[config.mk]
export PLATFORM = sky130hd
export DESIGN_NAME = trace_cycle_stamp_anchor_core
export DESIGN_NICKNAME = d
export VERILOG_FILES = /design/src/rtl/tcsa_pkg.sv /design/src/rtl/trace_cycle_stamp_anchor_core.sv /design/src/rtl/tcsa_div.sv /design/src/rtl/tcsa_dp.sv /design/src/rtl/tcsa_ctrl.sv
export SDC_FILE = /design/constraint.sdc
export NUM_CORES = 2
export LEC_CHECK = 0
export BUFFER_PORTS_ARGS = -buffer_cell sky130_fd_sc_hd__buf_2
export CELL_PAD_IN_SITES_DETAIL_PLACEMENT = 0
export CELL_PAD_IN_SITES_GLOBAL_PLACEMENT = 1
export CORE_AREA = 2 2 368 370
export DETAILED_ROUTE_END_ITERATION = 8
export DIE_AREA = 0 0 370 372
export GPL_ROUTABILITY_DRIVEN = 0
export PLACE_DENSITY_LB_ADDON = 0.1
export SLEW_MARGIN = 5
export SYNTH_ARGS = -nofsm -noshare
export SYNTH_HDL_FRONTEND = slang
export SYNTH_SLANG_ARGS = --single-unit
[constraint.sdc]
create_clock -name clk -period 9 [get_ports clk]
set_input_delay 1.35 -clock clk [delete_from_list [all_inputs] [get_ports clk]]
set_output_delay 1.35 -clock clk [all_outputs]
set_load 0.01 [all_outputs]
[src/rtl/tcsa_pkg.sv]
// Shared types, widths and constants for the trace cycle-stamp anchor.
// Used by every module of the block; no dependencies.

package tcsa_pkg;

    // request fields
    localparam int ACTION_W   = 2;
    localparam int HEADER_W   = 32;
    localparam int STAMP_W    = 32;
    localparam int S_DATA_W   = HEADER_W + STAMP_W;
    localparam int S_USER_W   = ACTION_W;

    // result fields
    localparam int TIME_W     = 64;
    localparam int WALL_W     = 63;
    localparam int RATE_W     = 31;
    localparam int CNT_OUT_W  = 32;
    localparam int M_FIELDS_W = 1 + TIME_W + WALL_W + 1 + 3 * CNT_OUT_W + 1;
    localparam int M_DATA_W   = ((M_FIELDS_W + 7) / 8) * 8;
    localparam int M_PAD_W    = M_DATA_W - M_FIELDS_W;
    localparam int M_USER_W   = 1;

    // configuration port
    localparam int CFG_ADDR_W = 2;
    localparam int CFG_DATA_W = WALL_W;

    localparam logic [CFG_ADDR_W-1:0] REG_RATE = 2'd0;
    localparam logic [CFG_ADDR_W-1:0] REG_WALL = 2'd1;

    localparam logic [RATE_W-1:0] RATE_RESET = 31'd19200000;

    // request kinds
    localparam logic [ACTION_W-1:0] ACT_RAW  = 2'd0;
    localparam logic [ACTION_W-1:0] ACT_END  = 2'd1;
    localparam logic [ACTION_W-1:0] ACT_CONV = 2'd2;
    localparam logic [ACTION_W-1:0] ACT_NONE = 2'd3;

    // result kinds
    localparam logic [M_USER_W-1:0] KIND_SUMMARY = 1'b0;
    localparam logic [M_USER_W-1:0] KIND_CONV    = 1'b1;

    // record header decode
    localparam int CLASS_LSB = 10;
    localparam int CLASS_W   = 5;
    localparam int TYPE_LSB  = 30;
    localparam int TYPE_W    = 2;

    localparam logic [CLASS_W-1:0] CLASS_CTRL = 5'd1;
    localparam logic [TYPE_W-1:0]  TYPE_CONT  = 2'b10;
    localparam logic [TYPE_W-1:0]  TYPE_END   = 2'b11;

    // stamp to ns conversion
    localparam int NS_W       = 30;
    localparam logic [NS_W-1:0] NS_PER_SEC = 30'd1000000000;
    localparam int PROD_W     = STAMP_W + NS_W;
    localparam int DIV_STEPS  = PROD_W;
    localparam int STEP_CNT_W = $clog2(DIV_STEPS);

    localparam int COUNT_BITS_DEFAULT = 32;

    typedef struct packed {
        logic take;   // request accepted this cycle
        logic mul;    // form product, load divider
        logic step;   // one quotient bit
        logic emit;   // load the result register
    } cmd_t;

    typedef struct packed {
        logic need_div;   // request at the port wants a quotient
    } status_t;

endpackage

[src/rtl/trace_cycle_stamp_anchor_core.sv]
// Top level of the trace cycle-stamp anchor: ports, controller, datapath.
// Depends on tcsa_pkg, tcsa_ctrl, tcsa_dp (and through it tcsa_div).
//
//  channel  | handshake           | payload
//  ---------+---------------------+----------------------------------------
//  s_*      | s_tvalid / s_tready | tuser action, tdata header + stamp
//  m_*      | m_tvalid / m_tready | tuser result kind, tdata summary/time
//  cfg_*    | cfg_valid/cfg_ready | cfg_addr register index, cfg_data
//
// Raw records are taken one per cycle unless an end-of-trace or convert
// request is in progress; those form the product, then run 62 divider steps
// (one quotient bit each). Failed scans and conversions without an anchor
// skip the divider. The next request is taken once the result is in the
// output register, even if m_tready is low. Reset clears all scan and anchor
// state at once; configuration returns to its reset values.

module trace_cycle_stamp_anchor_core #(
    parameter int COUNT_BITS = tcsa_pkg::COUNT_BITS_DEFAULT
)
(
    input  logic                            clk,
    input  logic                            rst_n,
    input  logic                            s_tvalid,
    output logic                            s_tready,
    input  logic [tcsa_pkg::S_DATA_W-1:0]   s_tdata,   // header_word, cycle_stamp
    input  logic [tcsa_pkg::S_USER_W-1:0]   s_tuser,   // action
    output logic                            m_tvalid,
    input  logic                            m_tready,
    // ok, time_ns, end_ns, gap_found, after_gap_count, raw_count,
    // logical_count, past_collection, zero pad
    output logic [tcsa_pkg::M_DATA_W-1:0]   m_tdata,
    output logic [tcsa_pkg::M_USER_W-1:0]   m_tuser,   // result_kind
    input  logic                            cfg_valid,
    output logic                            cfg_ready,
    input  logic [tcsa_pkg::CFG_ADDR_W-1:0] cfg_addr,
    input  logic [tcsa_pkg::CFG_DATA_W-1:0] cfg_data
);
    import tcsa_pkg::*;

    cmd_t    cmd;
    status_t status;

    assign cfg_ready = 1'b1;

    tcsa_ctrl u_ctrl
    (
        .clk      (clk),
        .rst_n    (rst_n),
        .s_tvalid (s_tvalid),
        .action   (s_tuser),
        .m_tready (m_tready),
        .status   (status),
        .s_tready (s_tready),
        .m_tvalid (m_tvalid),
        .cmd      (cmd)
    );

    tcsa_dp #(
        .COUNT_BITS (COUNT_BITS)
    ) u_dp
    (
        .clk         (clk),
        .rst_n       (rst_n),
        .cfg_valid   (cfg_valid),
        .cfg_addr    (cfg_addr),
        .cfg_data    (cfg_data),
        .action      (s_tuser),
        .header_word (s_tdata[HEADER_W-1:0]),
        .cycle_stamp (s_tdata[HEADER_W +: STAMP_W]),
        .cmd         (cmd),
        .status      (status),
        .out_user    (m_tuser),
        .out_data    (m_tdata)
    );

    // result register is only loaded when free or being drained
    a_emit_slot: assert property (@(posedge clk) disable iff (!rst_n)
        cmd.emit |-> (!m_tvalid || m_tready))
        else $error("result loaded over an unread result");

    a_emit_valid: assert property (@(posedge clk) disable iff (!rst_n)
        cmd.emit |=> m_tvalid)
        else $error("loaded result not presented");

    a_mul_then_step: assert property (@(posedge clk) disable iff (!rst_n)
        cmd.mul |=> cmd.step)
        else $error("divider not stepped after load");

    a_no_take_busy: assert property (@(posedge clk) disable iff (!rst_n)
        !(s_tready && (cmd.step || cmd.mul)))
        else $error("request port open while divider busy");

endmodule

[src/rtl/tcsa_div.sv]
// Restoring divider, one quotient bit per step.
// Depends on tcsa_pkg for operand widths.

module tcsa_div
(
    input  logic                         clk,
    input  logic                         load,
    input  logic                         step,
    input  logic [tcsa_pkg::PROD_W-1:0]  dividend,
    input  logic [tcsa_pkg::RATE_W-1:0]  divisor,
    output logic [tcsa_pkg::PROD_W-1:0]  quotient
);
    import tcsa_pkg::*;

    logic [RATE_W-1:0] rem_reg;
    logic [RATE_W-1:0] rem_next;
    logic [PROD_W-1:0] quo_reg;
    logic [PROD_W-1:0] quo_next;
    logic [RATE_W:0]   trial;
    logic [RATE_W:0]   diff;
    logic              fits;

    // remainder stays below the divisor, so it always fits RATE_W bits
    assign trial = {rem_reg, quo_reg[PROD_W-1]};
    assign diff  = trial - {1'b0, divisor};
    assign fits  = trial >= {1'b0, divisor};

    always_comb
    begin
        rem_next = rem_reg;
        quo_next = quo_reg;
        if (load)
        begin
            rem_next = '0;
            quo_next = dividend;
        end
        else if (step)
        begin
            rem_next = fits ? diff[RATE_W-1:0] : trial[RATE_W-1:0];
            quo_next = {quo_reg[PROD_W-2:0], fits};
        end
    end

    always_ff @(posedge clk)
    begin
        rem_reg <= rem_next;
        quo_reg <= quo_next;
    end

    assign quotient = quo_reg;

endmodule

[src/rtl/tcsa_dp.sv]
// Datapath: configuration, scan tracking, anchor state, conversion arithmetic
// and the result register. Depends on tcsa_pkg and tcsa_div.

module tcsa_dp #(
    parameter int COUNT_BITS = tcsa_pkg::COUNT_BITS_DEFAULT
)
(
    input  logic                             clk,
    input  logic                             rst_n,
    input  logic                             cfg_valid,
    input  logic [tcsa_pkg::CFG_ADDR_W-1:0]  cfg_addr,
    input  logic [tcsa_pkg::CFG_DATA_W-1:0]  cfg_data,
    input  logic [tcsa_pkg::ACTION_W-1:0]    action,
    input  logic [tcsa_pkg::HEADER_W-1:0]    header_word,
    input  logic [tcsa_pkg::STAMP_W-1:0]     cycle_stamp,
    input  tcsa_pkg::cmd_t                   cmd,
    output tcsa_pkg::status_t                status,
    output logic [tcsa_pkg::M_USER_W-1:0]    out_user,
    output logic [tcsa_pkg::M_DATA_W-1:0]    out_data
);
    import tcsa_pkg::*;

    localparam int WIDE_BITS = (COUNT_BITS > CNT_OUT_W) ? COUNT_BITS : CNT_OUT_W;

    function automatic logic [CNT_OUT_W-1:0] sat32(input logic [WIDE_BITS-1:0] v);
        logic [WIDE_BITS-1:0] lim;
        lim = WIDE_BITS'({CNT_OUT_W{1'b1}});
        sat32 = (v > lim) ? {CNT_OUT_W{1'b1}} : v[CNT_OUT_W-1:0];
    endfunction

    // configuration
    logic [RATE_W-1:0]     cps_reg;
    logic [WALL_W-1:0]     wall_reg;

    // scan state
    logic [STAMP_W-1:0]    first_stamp_reg;
    logic [STAMP_W-1:0]    prev_stamp_reg;
    logic [RATE_W-1:0]     largest_gap_reg;
    logic [CNT_OUT_W-1:0]  gap_pos_reg;
    logic [STAMP_W-1:0]    stamp_before_gap_reg;
    logic [COUNT_BITS-1:0] raw_total_reg;
    logic [COUNT_BITS-1:0] logical_total_reg;

    // anchor state
    logic [STAMP_W-1:0]    anchor_stamp_reg;
    logic [WALL_W-1:0]     anchor_time_reg;
    logic [RATE_W-1:0]     captured_rate_reg;
    logic                  gap_flag_reg;
    logic                  anchor_valid_reg;

    // pending result, held while the quotient is formed
    logic [M_USER_W-1:0]   pend_kind_reg;
    logic                  pend_ok_reg;
    logic                  pend_past_reg;
    logic [CNT_OUT_W-1:0]  pend_after_reg;
    logic [CNT_OUT_W-1:0]  pend_raw_reg;
    logic [CNT_OUT_W-1:0]  pend_logical_reg;
    logic                  neg_reg;
    logic [STAMP_W-1:0]    mag_reg;

    logic [M_USER_W-1:0]   out_kind_reg;
    logic [M_DATA_W-1:0]   out_data_reg;

    logic                  is_raw;
    logic                  is_end;
    logic                  is_conv;
    logic [CLASS_W-1:0]    rec_class;
    logic [TYPE_W-1:0]     rec_type;
    logic                  rec_skip;
    logic [STAMP_W-1:0]    rec_delta;
    logic                  rec_bigger;
    logic [WIDE_BITS-1:0]  raw_wide;
    logic [WIDE_BITS-1:0]  logical_wide;
    logic                  scan_empty;
    logic                  end_fail;
    logic                  gap_hit;
    logic [STAMP_W-1:0]    end_anchor;
    logic [STAMP_W-1:0]    end_delta;
    logic [STAMP_W-1:0]    conv_delta;
    logic                  conv_past;
    logic [STAMP_W-1:0]    sel_delta;
    logic [PROD_W-1:0]     prod;
    logic [PROD_W-1:0]     quo;
    logic [TIME_W-1:0]     q_abs;
    logic [TIME_W-1:0]     q_signed;
    logic [TIME_W-1:0]     time_sum;
    logic [M_DATA_W-1:0]   packed_res;

    assign is_raw  = cmd.take && (action == ACT_RAW);
    assign is_end  = cmd.take && (action == ACT_END);
    assign is_conv = cmd.take && (action == ACT_CONV);

    assign rec_class  = header_word[CLASS_LSB +: CLASS_W];
    assign rec_type   = header_word[TYPE_LSB +: TYPE_W];
    assign rec_skip   = (rec_class == CLASS_CTRL) || (rec_type == TYPE_CONT) ||
                        (rec_type == TYPE_END);
    // wrapped delta read as signed; only a positive one can be a new gap
    assign rec_delta  = cycle_stamp - prev_stamp_reg;
    assign rec_bigger = !rec_delta[STAMP_W-1] && (rec_delta[RATE_W-1:0] > largest_gap_reg);

    assign raw_wide     = WIDE_BITS'(raw_total_reg);
    assign logical_wide = WIDE_BITS'(logical_total_reg);

    assign scan_empty = (logical_total_reg == '0);
    assign end_fail   = scan_empty || (cps_reg == '0);
    assign gap_hit    = (largest_gap_reg > cps_reg) && (gap_pos_reg != '0);
    assign end_anchor = gap_hit ? stamp_before_gap_reg : prev_stamp_reg;
    assign end_delta  = first_stamp_reg - end_anchor;
    assign conv_delta = cycle_stamp - anchor_stamp_reg;
    assign conv_past  = gap_flag_reg && !conv_delta[STAMP_W-1] &&
                        (conv_delta[RATE_W-1:0] > captured_rate_reg);
    assign sel_delta  = (action == ACT_END) ? end_delta : conv_delta;

    assign status.need_div = (action == ACT_END) ? !end_fail : anchor_valid_reg;

    always_ff @(posedge clk or negedge rst_n)
    begin
        if (!rst_n)
        begin
            cps_reg  <= RATE_RESET;
            wall_reg <= '0;
        end
        else if (cfg_valid)
        begin
            case (cfg_addr)
                REG_RATE: cps_reg  <= cfg_data[RATE_W-1:0];
                REG_WALL: wall_reg <= cfg_data[WALL_W-1:0];
                default:  ;
            endcase
        end
    end

    always_ff @(posedge clk or negedge rst_n)
    begin
        if (!rst_n)
        begin
            first_stamp_reg      <= '0;
            prev_stamp_reg       <= '0;
            largest_gap_reg      <= '0;
            gap_pos_reg          <= '0;
            stamp_before_gap_reg <= '0;
            raw_total_reg        <= '0;
            logical_total_reg    <= '0;
        end
        else if (is_raw)
        begin
            if (raw_total_reg != '1)
                raw_total_reg <= raw_total_reg + 1'b1;
            if (!rec_skip)
            begin
                if (scan_empty)
                    first_stamp_reg <= cycle_stamp;
                else if (rec_bigger)
                begin
                    largest_gap_reg      <= rec_delta[RATE_W-1:0];
                    gap_pos_reg          <= sat32(logical_wide);
                    stamp_before_gap_reg <= prev_stamp_reg;
                end
                prev_stamp_reg <= cycle_stamp;
                if (logical_total_reg != '1)
                    logical_total_reg <= logical_total_reg + 1'b1;
            end
        end
        else if (is_end)
        begin
            // end of trace starts a fresh scan
            first_stamp_reg      <= '0;
            prev_stamp_reg       <= '0;
            largest_gap_reg      <= '0;
            gap_pos_reg          <= '0;
            stamp_before_gap_reg <= '0;
            raw_total_reg        <= '0;
            logical_total_reg    <= '0;
        end
    end

    always_ff @(posedge clk or negedge rst_n)
    begin
        if (!rst_n)
        begin
            anchor_stamp_reg  <= '0;
            anchor_time_reg   <= '0;
            captured_rate_reg <= '0;
            gap_flag_reg      <= 1'b0;
            anchor_valid_reg  <= 1'b0;
        end
        else if (is_end)
        begin
            gap_flag_reg     <= !end_fail && gap_hit;
            anchor_valid_reg <= !end_fail;
            if (!end_fail)
            begin
                captured_rate_reg <= cps_reg;
                anchor_stamp_reg  <= end_anchor;
                anchor_time_reg   <= wall_reg;
            end
        end
    end

    always_ff @(posedge clk)
    begin
        if (cmd.take)
        begin
            neg_reg <= sel_delta[STAMP_W-1];
            mag_reg <= sel_delta[STAMP_W-1] ? (~sel_delta + 1'b1) : sel_delta;
            if (is_conv)
            begin
                pend_kind_reg    <= KIND_CONV;
                pend_ok_reg      <= anchor_valid_reg;
                pend_past_reg    <= conv_past;
                pend_after_reg   <= '0;
                pend_raw_reg     <= '0;
                pend_logical_reg <= '0;
            end
            else
            begin
                pend_kind_reg    <= KIND_SUMMARY;
                pend_ok_reg      <= !end_fail;
                pend_past_reg    <= 1'b0;
                pend_after_reg   <= gap_hit ?
                                    sat32(logical_wide - WIDE_BITS'(gap_pos_reg)) : '0;
                pend_raw_reg     <= sat32(raw_wide);
                pend_logical_reg <= sat32(logical_wide);
            end
        end
    end

    // constant multiply, registered by the divider load
    assign prod = PROD_W'(mag_reg) * PROD_W'(NS_PER_SEC);

    tcsa_div u_div
    (
        .clk      (clk),
        .load     (cmd.mul),
        .step     (cmd.step),
        .dividend (prod),
        .divisor  (captured_rate_reg),
        .quotient (quo)
    );

    // quotient magnitude truncates toward zero; restore the sign
    assign q_abs      = TIME_W'(quo);
    assign q_signed   = neg_reg ? (~q_abs + 1'b1) : q_abs;
    assign time_sum   = TIME_W'(anchor_time_reg) + q_signed;
    assign packed_res = {{M_PAD_W{1'b0}}, pend_past_reg, pend_logical_reg, pend_raw_reg,
                         pend_after_reg, gap_flag_reg, anchor_time_reg, time_sum, 1'b1};

    always_ff @(posedge clk)
    begin
        if (cmd.emit)
        begin
            out_kind_reg <= pend_kind_reg;
            out_data_reg <= pend_ok_reg ? packed_res : '0;
        end
    end

    assign out_user = out_kind_reg;
    assign out_data = out_data_reg;

endmodule

[src/rtl/tcsa_ctrl.sv]
// Controller: request handshake, divider sequencing, result valid.
// Depends on tcsa_pkg for request kinds and command/status types.

module tcsa_ctrl
(
    input  logic                           clk,
    input  logic                           rst_n,
    input  logic                           s_tvalid,
    input  logic [tcsa_pkg::ACTION_W-1:0]  action,
    input  logic                           m_tready,
    input  tcsa_pkg::status_t              status,
    output logic                           s_tready,
    output logic                           m_tvalid,
    output tcsa_pkg::cmd_t                 cmd
);
    import tcsa_pkg::*;

    localparam logic [1:0] ST_IDLE = 2'd0;
    localparam logic [1:0] ST_MUL  = 2'd1;
    localparam logic [1:0] ST_DIV  = 2'd2;
    localparam logic [1:0] ST_FIN  = 2'd3;

    logic [1:0]            state_reg;
    logic [1:0]            state_next;
    logic [STEP_CNT_W-1:0] cnt_reg;
    logic [STEP_CNT_W-1:0] cnt_next;
    logic                  m_tvalid_reg;
    logic                  m_tvalid_next;
    logic                  slot_free;

    assign slot_free = !m_tvalid_reg || m_tready;

    always_comb
    begin
        state_next = state_reg;
        cnt_next   = cnt_reg;
        cmd        = '0;
        case (state_reg)
            ST_IDLE:
            begin
                cmd.take = s_tvalid;
                if (s_tvalid && (action inside {ACT_END, ACT_CONV}))
                    state_next = status.need_div ? ST_MUL : ST_FIN;
            end
            ST_MUL:
            begin
                cmd.mul    = 1'b1;
                cnt_next   = '0;
                state_next = ST_DIV;
            end
            ST_DIV:
            begin
                cmd.step = 1'b1;
                cnt_next = cnt_reg + 1'b1;
                if (cnt_reg == STEP_CNT_W'(DIV_STEPS - 1))
                    state_next = ST_FIN;
            end
            ST_FIN:
            begin
                // wait here if the previous result is still unread
                cmd.emit = slot_free;
                if (slot_free)
                    state_next = ST_IDLE;
            end
            default:
            begin
                state_next = ST_IDLE;
            end
        endcase
    end

    assign m_tvalid_next = cmd.emit ? 1'b1 : (m_tready ? 1'b0 : m_tvalid_reg);

    always_ff @(posedge clk or negedge rst_n)
    begin
        if (!rst_n)
        begin
            state_reg    <= ST_IDLE;
            cnt_reg      <= '0;
            m_tvalid_reg <= 1'b0;
        end
        else
        begin
            state_reg    <= state_next;
            cnt_reg      <= cnt_next;
            m_tvalid_reg <= m_tvalid_next;
        end
    end

    assign s_tready = (state_reg == ST_IDLE);
    assign m_tvalid = m_tvalid_reg;

endmodule

# Word-level counts from Yosys, hierarchy flattened
# Cells that the tools add are included.
# totals
elab_cells	164
ff_bits	912
out_inout_bits	236
# classes
bitwise_logic	4
add_sub_neg	11
mux	50
n_reduce_logical	38
eq_ne	21
multipliers	1
magnitude_cmp	7
# op_table
op	n
two-way mux 32 bit	24
two-way mux 31 bit	7
subtractor 32 bit	4
two-way mux 62 bit	2
adder 32 x 1 -> 32 bit, second input constant	3
greater-than comparator 32 bit, second input constant	3
greater-than comparator 31 bit	3
adder 63 x 64 -> 64 bit	1
adder 64 x 1 -> 64 bit, second input constant	1
two-way mux 64 bit	1
inequality test 32 bit, second input constant	2
inverter 62 -> 64 bit	1
multiplier 32 x 21 -> 53 bit, second input constant	1
greater-or-equal comparator 32 x 31 -> 1 bit	1
logical NOT 32 bit	1
inverter 32 bit	1
nonzero test 32 bit	1
logical NOT 31 bit	1
subtractor 31 bit	1
inequality test 2 bit, second input constant	6
one-hot mux 6 bit (2 select lines)	1
equality test 2 bit, second input constant	5
two-way mux 1 bit	10
AND reduction 2 bit	5
16 further kinds	46

# Depth between registers and ports, before layout
# logic_depth
depth_word	8
depth_mapped	27

# Modules after synthesis
# Synthesis repeated with hierarchy kept, for this count alone.
# unflattened
hier_cells	6577
area_unflattened_um2	65265.1
# modules_own_cells
mod	area_per_inst_um2	instances	cells_each
tcsa_dp	58862.7	1	5976
tcsa_div	5839.4	1	544
tcsa_ctrl	551.8	1	55
trace_cycle_stamp_anchor_core	11.3	1	2

# Worst setup path after synthesis
# Ideal clock, no wire load.
# synth_path
path_kind	input to register
startpoint	in s_tvalid
endpoint	reg u_dp.logical_total_reg[30]
path_buffers	2
stages	12
path_slack_ps	1187
t_arrival_ps	7735
path_cell_list	and2_1 clkbuf_1 nand2_1 nor3_1 nor2_1 a21oi_1 nor2b_1 nor2b_1 clkbuf_1 nand2_1 or3_1 a21oi_1
# synth_lines
item	line	text
start, declared	trace_cycle_stamp_anchor_core.sv:23	input logic s_tvalid,
end signal, assigned	tcsa_dp.sv:161	logical_total_reg <= logical_total_reg + 1'b1;
end, declared	tcsa_dp.sv:42	logic [COUNT_BITS-1:0] logical_total_reg;

# Worst setup path after layout
# layout_path
startpoint	reg u_dp.largest_gap_reg[26]
endpoint	reg u_dp.mag_reg[26], data pin
# layout_between
elab_chain_len	8
# layout_rtl
item	line	text
start, declared	tcsa_dp.sv:38	logic [RATE_W-1:0] largest_gap_reg;
start signal, assigned	tcsa_dp.sv:155	largest_gap_reg <= rec_delta[RATE_W-1:0];
greater-than comparator 31 bit (*)	tcsa_dp.sv:106	assign gap_hit = (largest_gap_reg > cps_reg) && (gap_pos_reg != '0);
logical AND 1 bit (*)	tcsa_dp.sv:106	
two-way mux 32 bit (*)	tcsa_dp.sv:107	assign end_anchor = gap_hit ? stamp_before_gap_reg : prev_stamp_reg;
net u_dp.end_anchor[0]	tcsa_dp.sv:77	logic [STAMP_W-1:0] end_anchor;
subtractor 32 bit (*)	tcsa_dp.sv:108	assign end_delta = first_stamp_reg - end_anchor;
two-way mux 32 bit (*)	tcsa_dp.sv:112	assign sel_delta = (action == ACT_END) ? end_delta : conv_delta;
inverter 32 bit	tcsa_dp.sv:205	mag_reg <= sel_delta[STAMP_W-1] ? (~sel_delta + 1'b1) : sel_delta;
adder 32 x 1 -> 32 bit	tcsa_dp.sv:205	
two-way mux 31 bit (*)	tcsa_dp.sv:205	
end signal, assigned	tcsa_dp.sv:205	
end, declared	tcsa_dp.sv:59	logic [STAMP_W-1:0] mag_reg;
# The timed path passes the listed nets; every way through them passes the cells marked *.
# A chain may end at the register's enable or synchronous reset.

==> impl_results.md <==
- Yosys cell types: slightly above 90
- Stages on the worst setup path: 21
- Post-DP HPWL: around 140 mm
- Sequential element share of the synthesized area: 0.377
- Main flop type after synthesis: dfrtp_1
- Post-route DRC: 0
- Vias: 48300
- Synthesis Warnings: 0
- Area grow syn2layout: 10.7%
- Most used cell, CP: a2111oi_0
- CP max stage cell: a211oi_1
- R2R cell count: 21
- H-tree depth: 3
- Post-Synth Simple-Gate Area: 0.142
- Global-route wire length before repair: 278 mm
- Top delay family on crit path: compound AO/OA/AOI/OAI gates
- Post-synth EDFFs: between 400 and 500
- Core Box Area: approximately 0.13 mm²
- WL final: between 150 and 200 mm
- Largest net degree at the start of global routing: 147
- Initial core utilization: 0.485
- #FFs+latches synth: between 900 and 1000
- Crit path to: u_dp.mag_reg[26]$_DFFE_PP_
- Synth Area in Adders: 0.211
- Post-CTS Hold Buffers: 0
- Final Hold Fails: 0
- Routed WL per cell: roughly 20 µm
- Synth async-reset ratio: 0.501
- Mapped Area: 0.0652 mm²
- CTS clk-pin slew, worst paths: approximately 0.060 ns
- Critical path buffers and inverters: 1
- Min-delay src: u_dp.pend_kind_reg$_DFFE_PP_
- Die X: 370 µm
- Vias per cell: 5.54
- CTS Root Cell: clkbuf_16
- Crit path DAT: roughly 8.6 ns
- Layout cells sized above 1: 0.109
- Fillers: between 10000 and 15000
- Row Count: 135
- DIE HEIGHT: approximately 370 µm
- Crit-path cells: ha_1 > nand4_1 > or4_1 > a2111oi_0 > a2111oi_0 > a31oi_4 > mux2_2 > ha_1 > inv_1 > fa_1 > a211oi_1 > o21a_1 > o32ai_1 > a2111oi_0 > a41o_1 > a211oi_1 > o21ai_0 > nor3_1 > nand3_1 > o21ai_0 > xor2_1
- Multi-input gate area: 0.0370 mm²
- Synth area leaders: edfxtp_1 19%, dfrtp_1 17%, ha_1 11%
- Routed Antenna Nets: 0
- Initial antenna violation count: 7
- Final TNS setup: 0 ns
- Reg-to-reg startpoint: u_dp.largest_gap_reg[26]$_DFFE_PN0P_
- Maximum clock frequency: 124 MHz
- Largest family of logic cells by synthesized area: adder cells
- Gr usage total: 0.259
- Final Setup Violations: 0
- Final period utilization: 0.898
- Post-CTS Resized: 0
- Max stage delay on crit path: ~0.76 ns
- Storage cell area: 0.0245 mm²
- # clock sinks: between 900 and 1000
- Top-count cell post-synth: inv_1
- Clock Skew: between 0.06 and 0.07 ns
- Kind of end point of the critical path: register
- Syn Inst Count: approximately 6600
- CP Launch Type: register
- Maximum buffer depth of the clock tree: 3
- IO Count: approximately 370
- Post-CTS Setup Bufs: 0
- DR pass1 iterations: 6
- Worst-margin pin slew: ~1.2 ns
- Mux contribution to synthesized area: 0.0306
- Max_cap viols: 0
- Yosys top cell area share: 0.190
- Clk_lat worst skew: 0.77 ns
- XOR/XNOR share of the synthesized area: 0.0474
- CP max FO: 22
- Max FFs per register: 226
- Die area: approximately 0.14 mm²
- Congestion Overflow GR: 0
- Worst hold path class: register to register
- Reg2Reg Setup Slack: roughly 0.92 ns
- Synth top cells by count: 721 x inv_1, 593 x nand2_1, 590 x ha_1
- Req. time, crit path: ~9.5 ns
- Area leader, netlist: edfxtp_1
- Num CTS Buffers: roughly 110
- Unrepaired setup endpoints after global routing: false
- Worst Path Class, Setup: register to register
- Avg Cell Area, Syn: 9.84 µm²
- Relative slew slack: 0.182
- Status: finished, final reports clean
- Reg2Reg Capture Point: u_dp.mag_reg[26]$_DFFE_PP_
- Port bufs: 338
- Min cycle time layout: around 8.1 ns
- Post-synthesis compound-gate area fraction: 0.134
- Vias in the first global route: roughly 48000
- CP startpoint: u_dp.largest_gap_reg[26]$_DFFE_PN0P_
- CTS tree: yes
- Final-stage net count: just under 8000
- Starting DRT DRC Count: roughly 3300
- Worst Hold Path Cells: 0
- Final slew viol count: 0
## per-stage QoR
| stage | instance area [µm²] | hold WS, ns | instances | worst slack, ns | utilization |
|---|---|---|---|---|---|
| finish | 72100 | 0.463 | 8725 | 0.917 | 0.537 |
| global route | 72100 | 0.478 | 8723 | 0.470 | 0.537 |
| CTS | 72100 | 0.457 | 8721 | 1.07 | 0.537 |
| detailed placement | 68500 | 0.419 | 8523 | 1.13 | 0.510 |
| global placement | 68500 | 0.427 | 8523 | 1.17 | 0.510 |
| floorplan | 65200 | 0.400 | 6630 | 1.19 | - |
## worst min-delay path by stage
stage / endpoint / slack (ns)
3_3_place_gp: u_dp.out_user$_DFFE_PP_ / 0.43
6_report: u_dp.out_user$_DFFE_PP_ / 0.46
3_5_place_dp: u_dp.out_user$_DFFE_PP_ / 0.42
4_1_cts: u_dp.out_user$_DFFE_PP_ / 0.46
5_1_grt: u_dp.out_user$_DFFE_PP_ / 0.48
2_1_floorplan: u_dp.out_user$_DFFE_PP_ / 0.40
## routing by layer
layer,GRT usage,routed length (µm)
met1,0.361,82400
met2,0.430,84800
met5,0,0
met3,0.0260,7530
met4,0.0730,4490
## final cells by class
type	instances	area share
Antenna cell	4	0.000139
Tap cell	1781	0.0309
Clock buffer	155	0.0417
Sequential cell	906	0.340
Multi-Input combinational cell	4733	0.513
Clock inverter	43	0.00801
Timing Repair Buffer	381	0.0288
Inverter	722	0.0376
## placed cells by master, fill, tap and decap left out, drive strengths merged, types with 39 or more instances in the layout
| cell | n |
|---|---|
| nand2 | 593 |
| o21ai | 451 |
| fa | 318 |
| nor2b | 111 |
| and3 | 42 |
| a21oi | 322 |
| dfrtp | 446 |
| o31ai | 108 |
| xor2 | 127 |
| nor3 | 67 |
| dfxtp | 40 |
| nor2 | 371 |
| ha | 590 |
| edfxtp | 412 |
| clkbuf | 155 |
| a21o | 169 |
| inv | 730 |
| nand3 | 200 |
| or3 | 39 |
| mux2 | 144 |
| a211oi | 48 |
| nand2b | 51 |
| xnor2 | 226 |
| o21a | 43 |
| and2 | 197 |
| buf | 381 |
| nand4 | 68 |
| nor4 | 42 |
## kinds of logic (layout without fill, tap and decap cells)
group | after synthesis | after routing
buf+inv | 991 | 1301
xor+xnor | 353 | 353
fa+ha+maj | 908 | 908
simple gates | 1886 | 1886
mux | 181 | 181
other cells | 2 | 11
compound gates | 1398 | 1398
flops | 906 | 906
## worst reg2reg max path: cells and delay by family, from the launching register on
kind | cells | cell delay [ns]
AOI/OAI and AO/OA | 11 | 4.18
adders and majority gates | 3 | 0.79
xor gates and xnor gates | 1 | 0.26
buffers and inverters | 1 | 0.07
muxes | 1 | 0.46
DFF | 1 | 0.46
and+or+nand+nor | 4 | 1.67
Power is left out: the tool's default activity adds up to more than one toggle a clock period on the data nets, which glitch-free logic cannot reach.
